**src/asc_pkg.sv**
```systemverilog
`timescale 1ns / 1ps

package asc_pkg;

    // Configuration register indexes
    localparam logic [2:0] REG_BYPASS      = 3'd0;
    localparam logic [2:0] REG_COLOR_TYPE  = 3'd1;
    localparam logic [2:0] REG_DRIVE       = 3'd2;
    localparam logic [2:0] REG_TONE        = 3'd3;
    localparam logic [2:0] REG_WET_MIX     = 3'd4;
    localparam logic [2:0] REG_OUTPUT_GAIN = 3'd5;

    // Curve codes
    localparam logic [1:0] COLOR_TAPE  = 2'd0;
    localparam logic [1:0] COLOR_TUBE  = 2'd1;
    localparam logic [1:0] COLOR_XFMR  = 2'd2;
    localparam logic [1:0] COLOR_CLIP  = 2'd3;

    // Fixed-point constants
    localparam logic [15:0] UNITY_Q15   = 16'd32768;
    localparam logic [15:0] TONE_K      = 16'd9830;
    localparam logic [15:0] TAPE_K      = 16'd29491;
    localparam logic [15:0] DC_K        = 16'd5243;
    localparam logic [25:0] XF_TH_LO    = 26'd2768241;
    localparam logic [25:0] XF_TH_HI    = 26'd5536481;
    localparam logic [25:0] ONE_Q23     = 26'd8388608;
    localparam logic [25:0] FOUR_Q23    = 26'd33554432;
    // ceil(2^27 / 3): exact floor division by three for numerators below 2^25
    localparam logic [25:0] THIRD_Q27   = 26'd44739243;

    // Sequencer states
    typedef enum logic [18:0] {
        ST_IDLE  = 19'h00001,
        ST_DRV   = 19'h00002,
        ST_ABS   = 19'h00004,
        ST_CRV   = 19'h00008,
        ST_TAPE1 = 19'h00010,
        ST_TAPE2 = 19'h00020,
        ST_TAPE3 = 19'h00040,
        ST_TUBE1 = 19'h00080,
        ST_XF1   = 19'h00100,
        ST_DIV   = 19'h00200,
        ST_TONE  = 19'h00400,
        ST_DC1   = 19'h00800,
        ST_DC2   = 19'h01000,
        ST_DC3   = 19'h02000,
        ST_MIX1  = 19'h04000,
        ST_MIX2  = 19'h08000,
        ST_MIX3  = 19'h10000,
        ST_FIN   = 19'h20000,
        ST_XF2   = 19'h40000
    } state_t;

    // tanh(i/8) in Q1.15
    function automatic logic [15:0] tanh_tab(input logic [5:0] i);
        logic [15:0] v;
        case (i)
            6'd0:  v = 16'd0;     6'd1:  v = 16'd4075;  6'd2:  v = 16'd8025;
            6'd3:  v = 16'd11743; 6'd4:  v = 16'd15143; 6'd5:  v = 16'd18173;
            6'd6:  v = 16'd20813; 6'd7:  v = 16'd23066; 6'd8:  v = 16'd24956;
            6'd9:  v = 16'd26519; 6'd10: v = 16'd27797; 6'd11: v = 16'd28830;
            6'd12: v = 16'd29660; 6'd13: v = 16'd30322; 6'd14: v = 16'd30847;
            6'd15: v = 16'd31262; 6'd16: v = 16'd31589; 6'd17: v = 16'd31846;
            6'd18: v = 16'd32048; 6'd19: v = 16'd32206; 6'd20: v = 16'd32329;
            6'd21: v = 16'd32426; 6'd22: v = 16'd32501; 6'd23: v = 16'd32560;
            6'd24: v = 16'd32606; 6'd25: v = 16'd32642; 6'd26: v = 16'd32670;
            6'd27: v = 16'd32691; 6'd28: v = 16'd32708; 6'd29: v = 16'd32721;
            6'd30: v = 16'd32732; 6'd31: v = 16'd32740; 6'd32: v = 16'd32746;
            default: v = 16'd32746;
        endcase
        return v;
    endfunction

endpackage

```
**src/audio_saturation_color_stage.sv**
```systemverilog
`timescale 1ns / 1ps
// An accepted item walks the sequencer states one at a time. A bypassed item goes straight
// to the output state; tape, tube and the transformer middle band add curve states, and
// tube also runs the one-bit-per-cycle restoring divider. The block takes no new item until
// the last has left the output state, as the shared 35x33 multiplier and the divider serve
// one item at a time; a finished item waits while the output register is full.
// Reset (aresetn low, synchronous): sequencer idle, output empty, registers to defaults,
// DC blocker state of every channel cleared to zero.

module audio_saturation_color_stage #(
    parameter int CHANNELS = 2
) (
    input  logic               aclk,
    input  logic               aresetn,
    input  logic               cfg_valid,
    output logic               cfg_ready,
    input  logic [2:0]         cfg_index,
    input  logic [15:0]        cfg_data,
    input  logic               s_valid,
    output logic               s_ready,
    input  logic               s_channel_index,
    input  logic signed [23:0] s_audio_in,
    output logic               m_valid,
    input  logic               m_ready,
    output logic               m_channel_out,
    output logic signed [23:0] m_audio_out
);

    localparam int CH_W = (CHANNELS > 1) ? $clog2(CHANNELS) : 1;

    // Configuration registers
    logic        bypass_reg;
    logic [1:0]  color_type_reg;
    logic [15:0] drive_reg, tone_reg, wet_reg, ogain_reg;

    asc_pkg::state_t state_reg, state_next;

    logic               ch_reg;
    logic signed [23:0] dry_reg;
    logic               x_neg_reg;
    logic [25:0]        a_reg;
    logic [31:0]        gain_reg;
    logic [24:0]        t_reg;
    logic [24:0]        ymag_reg;
    logic [29:0]        den_reg;
    logic [30:0]        rem_reg;
    logic [24:0]        shift_reg;
    logic [4:0]         cnt_reg;
    logic signed [31:0] s_reg;
    logic signed [27:0] o_reg;
    logic signed [34:0] diff_reg;
    logic signed [32:0] g_reg;
    logic signed [49:0] acc_reg;
    logic signed [23:0] res_reg;
    logic signed [67:0] prod_reg;
    logic signed [31:0] dc_reg [CHANNELS];

    logic               m_valid_reg, m_channel_out_reg;
    logic signed [23:0] m_audio_out_reg;

    logic signed [34:0] mul_a;
    logic signed [32:0] mul_b;
    logic signed [67:0] prod_next;

    logic [15:0]        drv_eff, m_eff;
    logic [16:0]        dry_frac;
    logic [17:0]        drive_f;
    logic [4:0]         tidx;
    logic signed [16:0] tdiff;
    logic signed [67:0] x_full;
    logic signed [26:0] x_val;
    logic signed [25:0] ys;
    logic [24:0]        u_val;
    logic [24:0]        xf_num;
    logic [27:0]        a3;
    logic signed [67:0] w_full;
    logic signed [25:0] w_val;
    logic signed [31:0] s_cur;
    logic               have_state;
    logic [CH_W-1:0]    ch_idx;
    logic signed [67:0] corr_full;
    logic signed [33:0] ns;
    logic signed [49:0] mix_sum;
    logic signed [34:0] r_val;
    logic [30:0]        trial;
    logic               accept, out_load;

    assign cfg_ready = 1'b1;
    assign s_ready   = (state_reg == asc_pkg::ST_IDLE);
    assign accept    = s_valid && s_ready;
    assign out_load  = (state_reg == asc_pkg::ST_FIN) && (!m_valid_reg || m_ready);
    assign m_valid       = m_valid_reg;
    assign m_channel_out = m_channel_out_reg;
    assign m_audio_out   = m_audio_out_reg;

    // Clamp drive and mix to 1.0
    assign drv_eff  = (drive_reg > asc_pkg::UNITY_Q15) ? asc_pkg::UNITY_Q15 : drive_reg;
    assign m_eff    = (wet_reg > asc_pkg::UNITY_Q15) ? asc_pkg::UNITY_Q15 : wet_reg;
    assign dry_frac = 17'({1'b0, asc_pkg::UNITY_Q15}) - 17'(m_eff);
    assign drive_f  = 18'(asc_pkg::UNITY_Q15) + (18'({1'b0, color_type_reg}) + 18'd3) * 18'(drv_eff);

    // Datapath taps
    assign tidx   = a_reg[24:20];
    assign tdiff  = $signed({1'b0, asc_pkg::tanh_tab({1'b0, tidx} + 6'd1)})
                  - $signed({1'b0, asc_pkg::tanh_tab({1'b0, tidx})});
    assign x_full = prod_reg >>> 15;
    assign x_val  = x_full[26:0];
    assign ys     = x_neg_reg ? -$signed({1'b0, ymag_reg}) : $signed({1'b0, ymag_reg});
    assign a3     = 28'(a_reg) * 28'd3;
    assign u_val  = 25'(28'd16777216 - a3);
    assign xf_num = 25'd25165824 - prod_reg[47:23];
    assign w_full = prod_reg >>> 30;
    assign w_val  = w_full[25:0];
    assign ch_idx = CH_W'(ch_reg);
    assign have_state = (32'(ch_reg) < CHANNELS);
    assign s_cur  = have_state ? dc_reg[ch_idx] : 32'sd0;
    assign corr_full = prod_reg >>> 20;
    assign ns     = 34'(s_reg) + 34'($signed(corr_full[27:0]));
    assign mix_sum = acc_reg + prod_reg[49:0];
    assign r_val  = 35'(mix_sum >>> 15);
    assign trial  = {rem_reg[29:0], shift_reg[24]};

    // Select the operands of the shared multiplier
    always_comb begin
        mul_a = '0;
        mul_b = '0;
        case (state_reg)
            asc_pkg::ST_DRV: begin
                mul_a = 35'(dry_reg);
                mul_b = 33'($signed({1'b0, drive_f}));
            end
            asc_pkg::ST_ABS: begin
                mul_a = 35'($signed(tone_reg));
                mul_b = 33'($signed({1'b0, asc_pkg::TONE_K}));
            end
            asc_pkg::ST_CRV: begin
                case (color_type_reg)
                    asc_pkg::COLOR_TAPE: begin
                        mul_a = 35'(tdiff);
                        mul_b = 33'($signed({1'b0, a_reg[19:0]}));
                    end
                    asc_pkg::COLOR_TUBE: begin
                        mul_a = 35'($signed({1'b0, a_reg}));
                        mul_b = 33'($signed({1'b0, a_reg}));
                    end
                    asc_pkg::COLOR_XFMR: begin
                        mul_a = 35'($signed({1'b0, u_val}));
                        mul_b = 33'($signed({1'b0, u_val}));
                    end
                    default: begin
                        mul_a = '0;
                        mul_b = '0;
                    end
                endcase
            end
            asc_pkg::ST_TAPE2: begin
                mul_a = 35'($signed({1'b0, t_reg}));
                mul_b = 33'($signed({1'b0, asc_pkg::TAPE_K}));
            end
            // Divide the transformer numerator by three through the reciprocal
            asc_pkg::ST_XF1: begin
                mul_a = 35'($signed({1'b0, xf_num}));
                mul_b = 33'($signed({1'b0, asc_pkg::THIRD_Q27}));
            end
            asc_pkg::ST_TONE: begin
                mul_a = 35'(ys);
                mul_b = 33'($signed({1'b0, gain_reg}));
            end
            asc_pkg::ST_DC2: begin
                mul_a = diff_reg;
                mul_b = 33'($signed({1'b0, asc_pkg::DC_K}));
            end
            asc_pkg::ST_DC3: begin
                mul_a = 35'(o_reg);
                mul_b = 33'($signed({1'b0, ogain_reg}));
            end
            asc_pkg::ST_MIX1: begin
                mul_a = 35'(dry_reg);
                mul_b = 33'($signed({1'b0, dry_frac}));
            end
            asc_pkg::ST_MIX2: begin
                mul_a = 35'(g_reg);
                mul_b = 33'($signed({1'b0, m_eff}));
            end
            default: begin
                mul_a = '0;
                mul_b = '0;
            end
        endcase
    end

    assign prod_next = mul_a * mul_b;

    // Sequencer
    always_comb begin
        state_next = state_reg;
        case (state_reg)
            asc_pkg::ST_IDLE:  if (accept) begin
                state_next = bypass_reg ? asc_pkg::ST_FIN : asc_pkg::ST_DRV;
            end
            asc_pkg::ST_DRV:   state_next = asc_pkg::ST_ABS;
            asc_pkg::ST_ABS:   state_next = asc_pkg::ST_CRV;
            asc_pkg::ST_CRV: begin
                case (color_type_reg)
                    asc_pkg::COLOR_TAPE: state_next = (a_reg >= asc_pkg::FOUR_Q23)
                                                      ? asc_pkg::ST_TAPE2 : asc_pkg::ST_TAPE1;
                    asc_pkg::COLOR_TUBE: state_next = asc_pkg::ST_TUBE1;
                    asc_pkg::COLOR_XFMR: state_next = (a_reg >= asc_pkg::XF_TH_LO &&
                                                       a_reg < asc_pkg::XF_TH_HI)
                                                      ? asc_pkg::ST_XF1 : asc_pkg::ST_TONE;
                    default:             state_next = asc_pkg::ST_TONE;
                endcase
            end
            asc_pkg::ST_TAPE1: state_next = asc_pkg::ST_TAPE2;
            asc_pkg::ST_TAPE2: state_next = asc_pkg::ST_TAPE3;
            asc_pkg::ST_TAPE3: state_next = asc_pkg::ST_TONE;
            asc_pkg::ST_TUBE1: state_next = asc_pkg::ST_DIV;
            asc_pkg::ST_XF1:   state_next = asc_pkg::ST_XF2;
            asc_pkg::ST_XF2:   state_next = asc_pkg::ST_TONE;
            asc_pkg::ST_DIV:   if (cnt_reg == 5'd25) begin
                state_next = asc_pkg::ST_TONE;
            end
            asc_pkg::ST_TONE:  state_next = asc_pkg::ST_DC1;
            asc_pkg::ST_DC1:   state_next = asc_pkg::ST_DC2;
            asc_pkg::ST_DC2:   state_next = asc_pkg::ST_DC3;
            asc_pkg::ST_DC3:   state_next = asc_pkg::ST_MIX1;
            asc_pkg::ST_MIX1:  state_next = asc_pkg::ST_MIX2;
            asc_pkg::ST_MIX2:  state_next = asc_pkg::ST_MIX3;
            asc_pkg::ST_MIX3:  state_next = asc_pkg::ST_FIN;
            asc_pkg::ST_FIN:   if (out_load) begin
                state_next = asc_pkg::ST_IDLE;
            end
            default:           state_next = asc_pkg::ST_IDLE;
        endcase
    end

    // Control state, configuration and DC blocker state
    always_ff @(posedge aclk) begin
        if (!aresetn) begin
            state_reg      <= asc_pkg::ST_IDLE;
            m_valid_reg    <= 1'b0;
            bypass_reg     <= 1'b0;
            color_type_reg <= asc_pkg::COLOR_TAPE;
            drive_reg      <= 16'd0;
            tone_reg       <= 16'd0;
            wet_reg        <= 16'd32768;
            ogain_reg      <= 16'd4096;
            for (int i = 0; i < CHANNELS; i++) begin
                dc_reg[i] <= 32'sd0;
            end
        end else begin
            state_reg <= state_next;
            if (out_load) begin
                m_valid_reg <= 1'b1;
            end else if (m_ready) begin
                m_valid_reg <= 1'b0;
            end
            if (cfg_valid) begin
                case (cfg_index)
                    asc_pkg::REG_BYPASS:      bypass_reg     <= cfg_data[0];
                    asc_pkg::REG_COLOR_TYPE:  color_type_reg <= cfg_data[1:0];
                    asc_pkg::REG_DRIVE:       drive_reg      <= cfg_data;
                    asc_pkg::REG_TONE:        tone_reg       <= cfg_data;
                    asc_pkg::REG_WET_MIX:     wet_reg        <= cfg_data;
                    asc_pkg::REG_OUTPUT_GAIN: ogain_reg      <= cfg_data;
                    default: ;
                endcase
            end
            // Write back the clamped DC average
            if (state_reg == asc_pkg::ST_DC3 && have_state) begin
                if (ns > 34'sd2147483647) begin
                    dc_reg[ch_idx] <= 32'sh7FFFFFFF;
                end else if (ns < -34'sd2147483648) begin
                    dc_reg[ch_idx] <= 32'sh80000000;
                end else begin
                    dc_reg[ch_idx] <= ns[31:0];
                end
            end
        end
    end

    // Datapath registers
    always_ff @(posedge aclk) begin
        prod_reg <= prod_next;
        case (state_reg)
            asc_pkg::ST_IDLE: begin
                ch_reg  <= s_channel_index;
                dry_reg <= s_audio_in;
                res_reg <= s_audio_in;
            end
            asc_pkg::ST_ABS: begin
                x_neg_reg <= x_val[26];
                a_reg     <= x_val[26] ? 26'(-x_val) : x_val[25:0];
            end
            asc_pkg::ST_CRV: begin
                gain_reg <= 32'd1073741824 + 32'(prod_reg[31:0]);
                case (color_type_reg)
                    asc_pkg::COLOR_TAPE: t_reg <= 25'(asc_pkg::tanh_tab(6'd32)) << 8;
                    asc_pkg::COLOR_XFMR: begin
                        if (a_reg < asc_pkg::XF_TH_LO) begin
                            ymag_reg <= 25'({a_reg, 1'b0});
                        end else begin
                            ymag_reg <= 25'(asc_pkg::ONE_Q23);
                        end
                    end
                    asc_pkg::COLOR_CLIP: ymag_reg <= (a_reg < asc_pkg::ONE_Q23)
                                                     ? a_reg[24:0] : 25'(asc_pkg::ONE_Q23);
                    default: ;
                endcase
            end
            asc_pkg::ST_TAPE1: begin
                t_reg <= (25'(asc_pkg::tanh_tab({1'b0, tidx})) << 8) + 25'(prod_reg[32:12]);
            end
            asc_pkg::ST_TAPE3: ymag_reg <= prod_reg[39:15];
            asc_pkg::ST_TUBE1: begin
                den_reg   <= 30'(asc_pkg::ONE_Q23) + 30'(prod_reg[51:23]);
                rem_reg   <= 31'(a3[27:3]);
                shift_reg <= {a3[2:0], 22'd0};
                cnt_reg   <= 5'd0;
            end
            // Take the quotient by three from the reciprocal product
            asc_pkg::ST_XF2: ymag_reg <= prod_reg[51:27];
            // Advance the restoring divider one quotient bit, or store the quotient once complete
            asc_pkg::ST_DIV: begin
                if (cnt_reg == 5'd25) begin
                    ymag_reg <= shift_reg;
                end else begin
                    if (trial >= 31'(den_reg)) begin
                        rem_reg   <= trial - 31'(den_reg);
                        shift_reg <= {shift_reg[23:0], 1'b1};
                    end else begin
                        rem_reg   <= trial;
                        shift_reg <= {shift_reg[23:0], 1'b0};
                    end
                    cnt_reg <= cnt_reg + 5'd1;
                end
            end
            asc_pkg::ST_DC1: begin
                s_reg    <= s_cur;
                o_reg    <= 28'(w_val) - 28'(s_cur >>> 7);
                diff_reg <= (35'(w_val) <<< 7) - 35'(s_cur);
            end
            asc_pkg::ST_MIX1: begin
                g_reg <= 33'(prod_reg >>> 12);
            end
            asc_pkg::ST_MIX2: acc_reg <= prod_reg[49:0];
            // Saturate the mixed item to 24 bits
            asc_pkg::ST_MIX3: begin
                if (r_val > 35'sd8388607) begin
                    res_reg <= 24'sh7FFFFF;
                end else if (r_val < -35'sd8388608) begin
                    res_reg <= 24'sh800000;
                end else begin
                    res_reg <= r_val[23:0];
                end
            end
            default: ;
        endcase
        if (out_load) begin
            m_channel_out_reg <= ch_reg;
            m_audio_out_reg   <= res_reg;
        end
    end

    // Assertions
    a_bypass_path: assert property (@(posedge aclk) disable iff (!aresetn)
        accept && bypass_reg |=> state_reg == asc_pkg::ST_FIN)
        else $error("bypassed item did not go straight to output");

    a_div_rem: assert property (@(posedge aclk) disable iff (!aresetn)
        state_reg == asc_pkg::ST_DIV |-> rem_reg < 31'(den_reg))
        else $error("divider remainder not below divisor");

    a_out_hold: assert property (@(posedge aclk) disable iff (!aresetn)
        state_reg == asc_pkg::ST_FIN && m_valid_reg && !m_ready |=>
        state_reg == asc_pkg::ST_FIN)
        else $error("finished item overwrote a waiting result");

    a_mag_range: assert property (@(posedge aclk) disable iff (!aresetn)
        state_reg == asc_pkg::ST_CRV |-> a_reg <= 26'd58720256)
        else $error("driven magnitude out of range");

endmodule

```
**config.mk**
```make
export PLATFORM = sky130hd
export DESIGN_NAME = audio_saturation_color_stage
export DESIGN_NICKNAME = d
export VERILOG_FILES = /design/src/asc_pkg.sv /design/src/audio_saturation_color_stage.sv
export SDC_FILE = /design/constraint.sdc
export NUM_CORES = 2
export LEC_CHECK = 0
export BUFFER_PORTS_ARGS = -buffer_cell sky130_fd_sc_hd__buf_4
export CORE_MARGIN = 2
export CORE_UTILIZATION = 50
export CTS_CLUSTER_DIAMETER = 200
export DETAILED_ROUTE_END_ITERATION = 8
export MAX_ROUTING_LAYER = met4
export PLACE_DENSITY = 0.71
export SETUP_SLACK_MARGIN = 0.3
export SLEW_MARGIN = 15
export SYNTH_ARGS = -nofsm -noshare
export SYNTH_HDL_FRONTEND = slang
export SYNTH_SLANG_ARGS = --single-unit
```
**constraint.sdc**
```tcl
create_clock -name aclk -period 15.95 [get_ports aclk]
set_clock_uncertainty 0.1 [all_clocks]
set_input_delay 3.19 -clock aclk [delete_from_list [all_inputs] [get_ports aclk]]
set_output_delay 3.19 -clock aclk [all_outputs]
set_load 0.05 [all_outputs]
```
# Word-level counts from Yosys, hierarchy flattened
# Memory sizes are Yosys's and may differ from the RTL's. A register that Yosys moved wholly into a read port is not among the register bits.
# Index checks and enable logic that the tools add are counted.
# op_classes
add_sub_neg,18
mul,3
n_lt_le_gt_ge,12
eq_ne,34
mux,60
n_bitwise,2
n_reduce_logical,25
# ops
op,n
one-hot mux 19 bit (18 select lines),1
one-hot mux 32 bit (10 select lines),1
one-hot mux 35 bit (9 select lines),1
one-hot mux 25 bit (2 select lines),3
two-way mux 25 bit,5
one-hot mux 35 bit (3 select lines),1
one-hot mux 25 bit (4 select lines),1
two-way mux 32 bit,3
one-hot mux 26 bit (3 select lines),1
two-way mux 30 bit,2
one-hot mux 30 bit (2 select lines),1
two-way mux 19 bit,3
multiplier 35 x 33 -> 56 bit,1
two-way mux 26 bit,2
adder 50 bit,1
subtractor 25 bit (first input constant),2
two-way mux 16 bit,3
two-way mux 24 bit,2
one-hot mux 24 bit (2 select lines),1
> comparator 35 x 24 -> 1 bit (second input constant),1
< comparator 35 x 24 -> 1 bit (second input constant),1
subtractor 33 x 32 -> 34 bit,1
adder 32 x 28 -> 33 bit,1
> comparator 33 x 32 -> 1 bit (second input constant),1
other kinds (70),114
# totals
reg_bits,594
ram_bits,64
rom_bits,1920
out_inout_bits,28
mem_count,4
# memory_table
memory,words,word_bits,rd,rd_clocked_by_memory_dff,write_ports,line_no,text
(name not given),64,15,1,0,0,asc_pkg.sv:57,case (i)
(name not given),32,15,1,1,0,asc_pkg.sv:57,
(name not given),32,15,1,1,0,asc_pkg.sv:57,
dc_reg,2,32,1,1,2,audio_saturation_color_stage.sv:56,logic signed [31:0] dc_reg [CHANNELS];

# Depth between registers and ports, before layout
# depth
depth_word,11
mapped_depth,57
ltp_nobuf,53

# Worst setup path before layout
# No wires, ideal clock.
# synth_path
path_type,register to register
start,reg state_reg[14]
end,reg prod_reg[55]
t_arrival_ps,12724
t_required_ps,15778
slack_ps,3054
stages_incl_launch_ff,39
n_path_buf,6
period_less_slack_ps,12896
path_cell_list,dfxtp_1 > or4_1 > or4_1 > or2_2 > nor3b_1 > and2_1 > clkbuf_1 > buf_2 > buf_2 > buf_1 > clkbuf_1 > a221o_1 > clkbuf_1 > nand2_1 > fa_1 > inv_1 > fa_1 > inv_1 > [... 3 more ...] > fa_1 > fa_1 > fa_1 > inv_1 > fa_1 > inv_1 > ha_1 > and4_1 > and3_1 > nand3_1 > o311ai_0 > o41ai_1 > nor4b_1 > o31ai_1 > nand3_1 > a311o_1 > o21ai_0 > xnor2_1
# synth_via
elab_chain_cells,4
word_cells_on_any_way,14
classes_between,mul (1); eq/ne (10); mux (2); reduce/logical (1)
# synth_lines
item,line_no,text
start: declaration,audio_saturation_color_stage.sv:36,"asc_pkg::state_t state_reg, state_next;"
start signal: assignment,audio_saturation_color_stage.sv:240,state_reg <= asc_pkg::ST_IDLE;
start signal: assignment,audio_saturation_color_stage.sv:252,state_reg <= state_next;
equality test 19 x 15 -> 1 bit / equality test 19 x 2 -> 1 bit (equally long branches),audio_saturation_color_stage.sv:127,case (state_reg)
OR reduction 2 bit (no source line),--,
one-hot mux 35 bit (9 select lines),audio_saturation_color_stage.sv:127,
multiplier 35 x 33 -> 56 bit *,audio_saturation_color_stage.sv:192,assign prod_next = mul_a * mul_b;
via prod_next[55],audio_saturation_color_stage.sv:63,logic signed [67:0] prod_next;
end signal: assignment,audio_saturation_color_stage.sv:284,prod_reg <= prod_next;
end: declaration,audio_saturation_color_stage.sv:55,logic signed [67:0] prod_reg;
# The timed path passes the listed nets; every way through them passes the cells marked *.
# A chain may end at the register's enable or synchronous reset.

# Worst setup path in the final report
# layout_path
start,reg drive_reg[7]
end,reg prod_reg[55]
# layout_via
elab_chain_cells,6
# layout_lines
item,line_no,text
start: declaration,audio_saturation_color_stage.sv:34,"logic [15:0] drive_reg, tone_reg, wet_reg, ogain_reg;"
start signal: assignment,audio_saturation_color_stage.sv:262,asc_pkg::REG_DRIVE: drive_reg <= cfg_data;
> comparator 16 bit,audio_saturation_color_stage.sv:97,assign drv_eff = (drive_reg > asc_pkg::UNITY_Q15) ? asc_pkg::UNITY_Q15 : drive_reg;
two-way mux 16 bit *,audio_saturation_color_stage.sv:97,
multiplier 3 x 16 -> 18 bit *,audio_saturation_color_stage.sv:100,"assign drive_f = 18'(asc_pkg::UNITY_Q15) + (18'({1'b0, color_type_reg}) + 18'd3) * 18'(drv_eff);"
adder 16 x 18 -> 18 bit *,audio_saturation_color_stage.sv:100,
one-hot mux 32 bit (10 select lines) *,audio_saturation_color_stage.sv:127,
multiplier 35 x 33 -> 56 bit *,audio_saturation_color_stage.sv:192,
via prod_next[55],audio_saturation_color_stage.sv:63,
# Marked as above.

==> run summary <==
Req. time, crit path = 16.41 ns
RSZ-0062 raised after global routing = no
Async SR Flop Fraction = 0%
RePlAce Congestion = 1.08
Router iterations before antenna repair = 7
Syn_nets = 9658
Hold path start = res_reg[13]$_DFFE_PP_
Worst Max-Slew Pin Slew = 1.31 ns
Met2 Track Usage GR = 53.0%
Nets@finish = 9612
Syn Area/Cell = 9.23 sq um
Fillers = 13400
Worst-case reg-to-reg path depth = 49
Total track usage = 36.5%
Num CTS Buffers = 72
Leak pwr = 37.5 nW
Synth unique cells = 96
Initial antenna violation count = 13
Hold Path Depth = 0
FF-to-FF setup slack = 1.24 ns
Die W = 391 um
Status = completed
Mux contribution to synthesized area = 0.744%
Final core utilization = 54.2%
Post-synthesis compound-gate area fraction = 12.1%
Kind of critical path = reg2reg
Multi-input logic area = 50100 sq um
Wire per inst = 26.3 um
Worst min path class = reg2reg
Post-CTS sizing = 0
Area after DPL = 78400 sq um
Initial Utilization = 50.2%
Total Wirelength = 267000 um
Most common cell on crit path = fa_1
Port Buffers = 75
Largest register FFs = 64
Vias in the first global route = 61800
Met3 GRT Util = 9.17%
Critical Path AT = 15.18 ns
Grt ovf = 0
Top delay family on crit path = adder cells
Largest family of logic cells by synthesized area = adder cells
Post-CTS Setup Bufs = 0
Most frequent cells after synthesis = inv_1 (1406), nand2_1 (1139), fa_1 (1026)
Core area = 149000 sq um
Post-synth top area share = 27.4%
Drt initial violations = 7202
First-pass GRT wire length = 400000 um
Worst setup EP type = flop
Crit-path max FO = 18
Dominant cells by area after synthesis = fa_1 (27%), edfxtp_1 (20%), ha_1 (7.5%)
PD cells = 58.9 nW/um^2
Via density = 6.04
Syn Std Cell Area = 75000 sq um
Vias = 61400
Register area = 18500 sq um
Max clock buf depth = 3
DPL Wire Length = 206000 um
Post-Syn Instances = 8131
Hold EP = m_audio_out[13]$_DFFE_PP_
Reg2reg end = prod_reg[55]$_DFF_P_
Residual DRC count = 0
Worst ir drop on vdd = 0.0953 mV
GR Layer Usage met1 = 47.0%
Pin count of the biggest net entering global routing = 61
Ys Warns = 0
Setup TNS = 0 ns
Clk Latency, worst-skew pair = 0.69 ns
Most common cell in the netlist = inv_1
Max-slew violations = 0
Top Usage Layer GRT = met2
F_max = 0.0680 GHz
Max Cap Viol = 0
CTS Hold Bufs = 0
Post-synth EDFFs = 511
Slew HR = 12.2%
Root buffer cell = clkbuf_16
Die Area = 153000 sq um
Cell taking the most area after synthesis = fa_1
Post-route ant nets = 0
Site Rows = 142
Worst-path cell with the longest stage delay = a211oi_4
Die Y = 391 um
TritonCTS clock tree = yes
Num ports = 77
Sequential area share after synthesis = 24.7%
RR Startpoint = drive_reg[7]$_SDFFE_PN0P_
Post-Layout Inst Area = 80900 sq um
CP startpoint kind = flop
Yosys reg bits = 670
Clk sinks = 670
Setup-failing EPs final = 0
Minimum clock period = 14.71 ns
Reg clk slew, reported paths = 0.06 ns
Hold Fails Final Rpt = 0
Top FF cell, synth = edfxtp_1
Post-synthesis adder-cell area fraction = 34.9%
H-tree Lvls = 3
Simple-gate share of the synthesized area = 14.2%
Max stage delay on crit path = 0.96 ns
Layout cells sized above 1 = 6.21%
XOR/XNOR share of the synthesized area = 4.26%
Layout area overhead = 7.85%
CP bufs+invs = 7
Final cycle utilization of the critical path = 92.2%
## stage by stage
step	hold slack (ns)	power (W)	std cells	setup slack [ns]
6_report	0.318	0.00477	10200	1.24
4_1_cts	0.320	0.00475	10200	1.45
2_1_floorplan	0.300	0.00261	8131	3.05
5_1_grt	0.321	0.00490	10200	0.659
3_3_place_gp	0.306	0.00298	10000	1.65
3_5_place_dp	0.305	0.00298	10000	1.45
## worst reg2reg max path: cells and delay by family, from the launching register on
| family | cells | cell delay, ns |
|---|---|---|
| fa+ha+maj | 13 | 6.04 |
| flops | 1 | 0.35 |
| xor+xnor | 2 | 0.32 |
| simple gates | 8 | 2.29 |
| buf+inv | 7 | 0.94 |
| compound gates | 19 | 4.58 |
## report_power, final
group / leakage, nW / total (W) / switching, W / internal (W)
clock: 1.18 / 0.00179 / 0.000796 / 0.000996
sequential: 5.79 / 0.00207 / 0.0000753 / 0.00199
combinational: 30.5 / 0.000910 / 0.000641 / 0.000269
## routing by layer
layer	wire, um	share of wire (%)	vias up
met5	0	0	-
met4	17900	6.7	0
met3	31400	12	888
met2	117000	44	3691
met1	102000	38	30500
li1	-	-	26300
## logic make-up (layout without fill, tap and decap cells)
kind of cell	count (synthesis)	count (layout)
fa+ha+maj	1478	1478
buf+inv	1804	1816
flops	670	670
mux	54	54
xor+xnor	360	360
simple gates	2385	2385
other cells	1	16
compound gates	1379	1379
## worst max path at each step
| stage | slack (ns) | cells after the start | from | end |
|---|---|---|---|---|
| after floorplan | 3.05 | 38 | state_reg[14]$_SDFFE_PN0P_ | prod_reg[55]$_DFF_P_ |
| after CTS | 1.45 | 49 | drive_reg[7]$_SDFFE_PN0P_ | prod_reg[55]$_DFF_P_ |
| after detailed placement | 1.45 | 49 | drive_reg[7]$_SDFFE_PN0P_ | prod_reg[55]$_DFF_P_ |
| final | 1.24 | 49 | drive_reg[7]$_SDFFE_PN0P_ | prod_reg[55]$_DFF_P_ |
| after global routing | 0.66 | 49 | drive_reg[0]$_SDFFE_PN0P_ | prod_reg[55]$_DFF_P_ |
| after global placement | 1.65 | 50 | a_reg[20]$_DFFE_PN_ | prod_reg[55]$_DFF_P_ |
## cells in the final DEF (no fill, tap or decap), drive strengths merged, types with 31 or more instances in the layout
master  synthesis  final
xor2          122    122
dfxtp         159    159
edfxtp        511    511
and3           36     36
nor2b          81     81
mux2i          49     49
nor4           32     32
or3            41     41
a211oi         31     31
a31oi          40     40
nor2          541    541
a21o          138    138
a22oi          52     52
o211ai         39     39
o21bai         40     40
o21a           37     37
ha            452    452
nand2b         52     52
buf            25    272
nand4          51     51
nand3         108    108
a21boi         87     87
clkbuf        367     90
a221oi         46     46
a21oi         310    310
nand2        1142   1142
nor3           74     74
fa           1026   1026
and2          126    126
xnor2         235    235
inv          1408   1413
o21ai         339    339
## final cells by class
class / instances / area share (%)
clock buffers: 90 / 2.45
inverters: 1412 / 6.55
diodes: 15 / 0.0464
repair buffers: 272 / 2.53
well taps: 2016 / 3.12
flip-flops and latches: 670 / 22.9
multi-input cells: 5657 / 61.8
clock inverters: 42 / 0.566
Note: power is estimated with default switching activity, not from simulation.
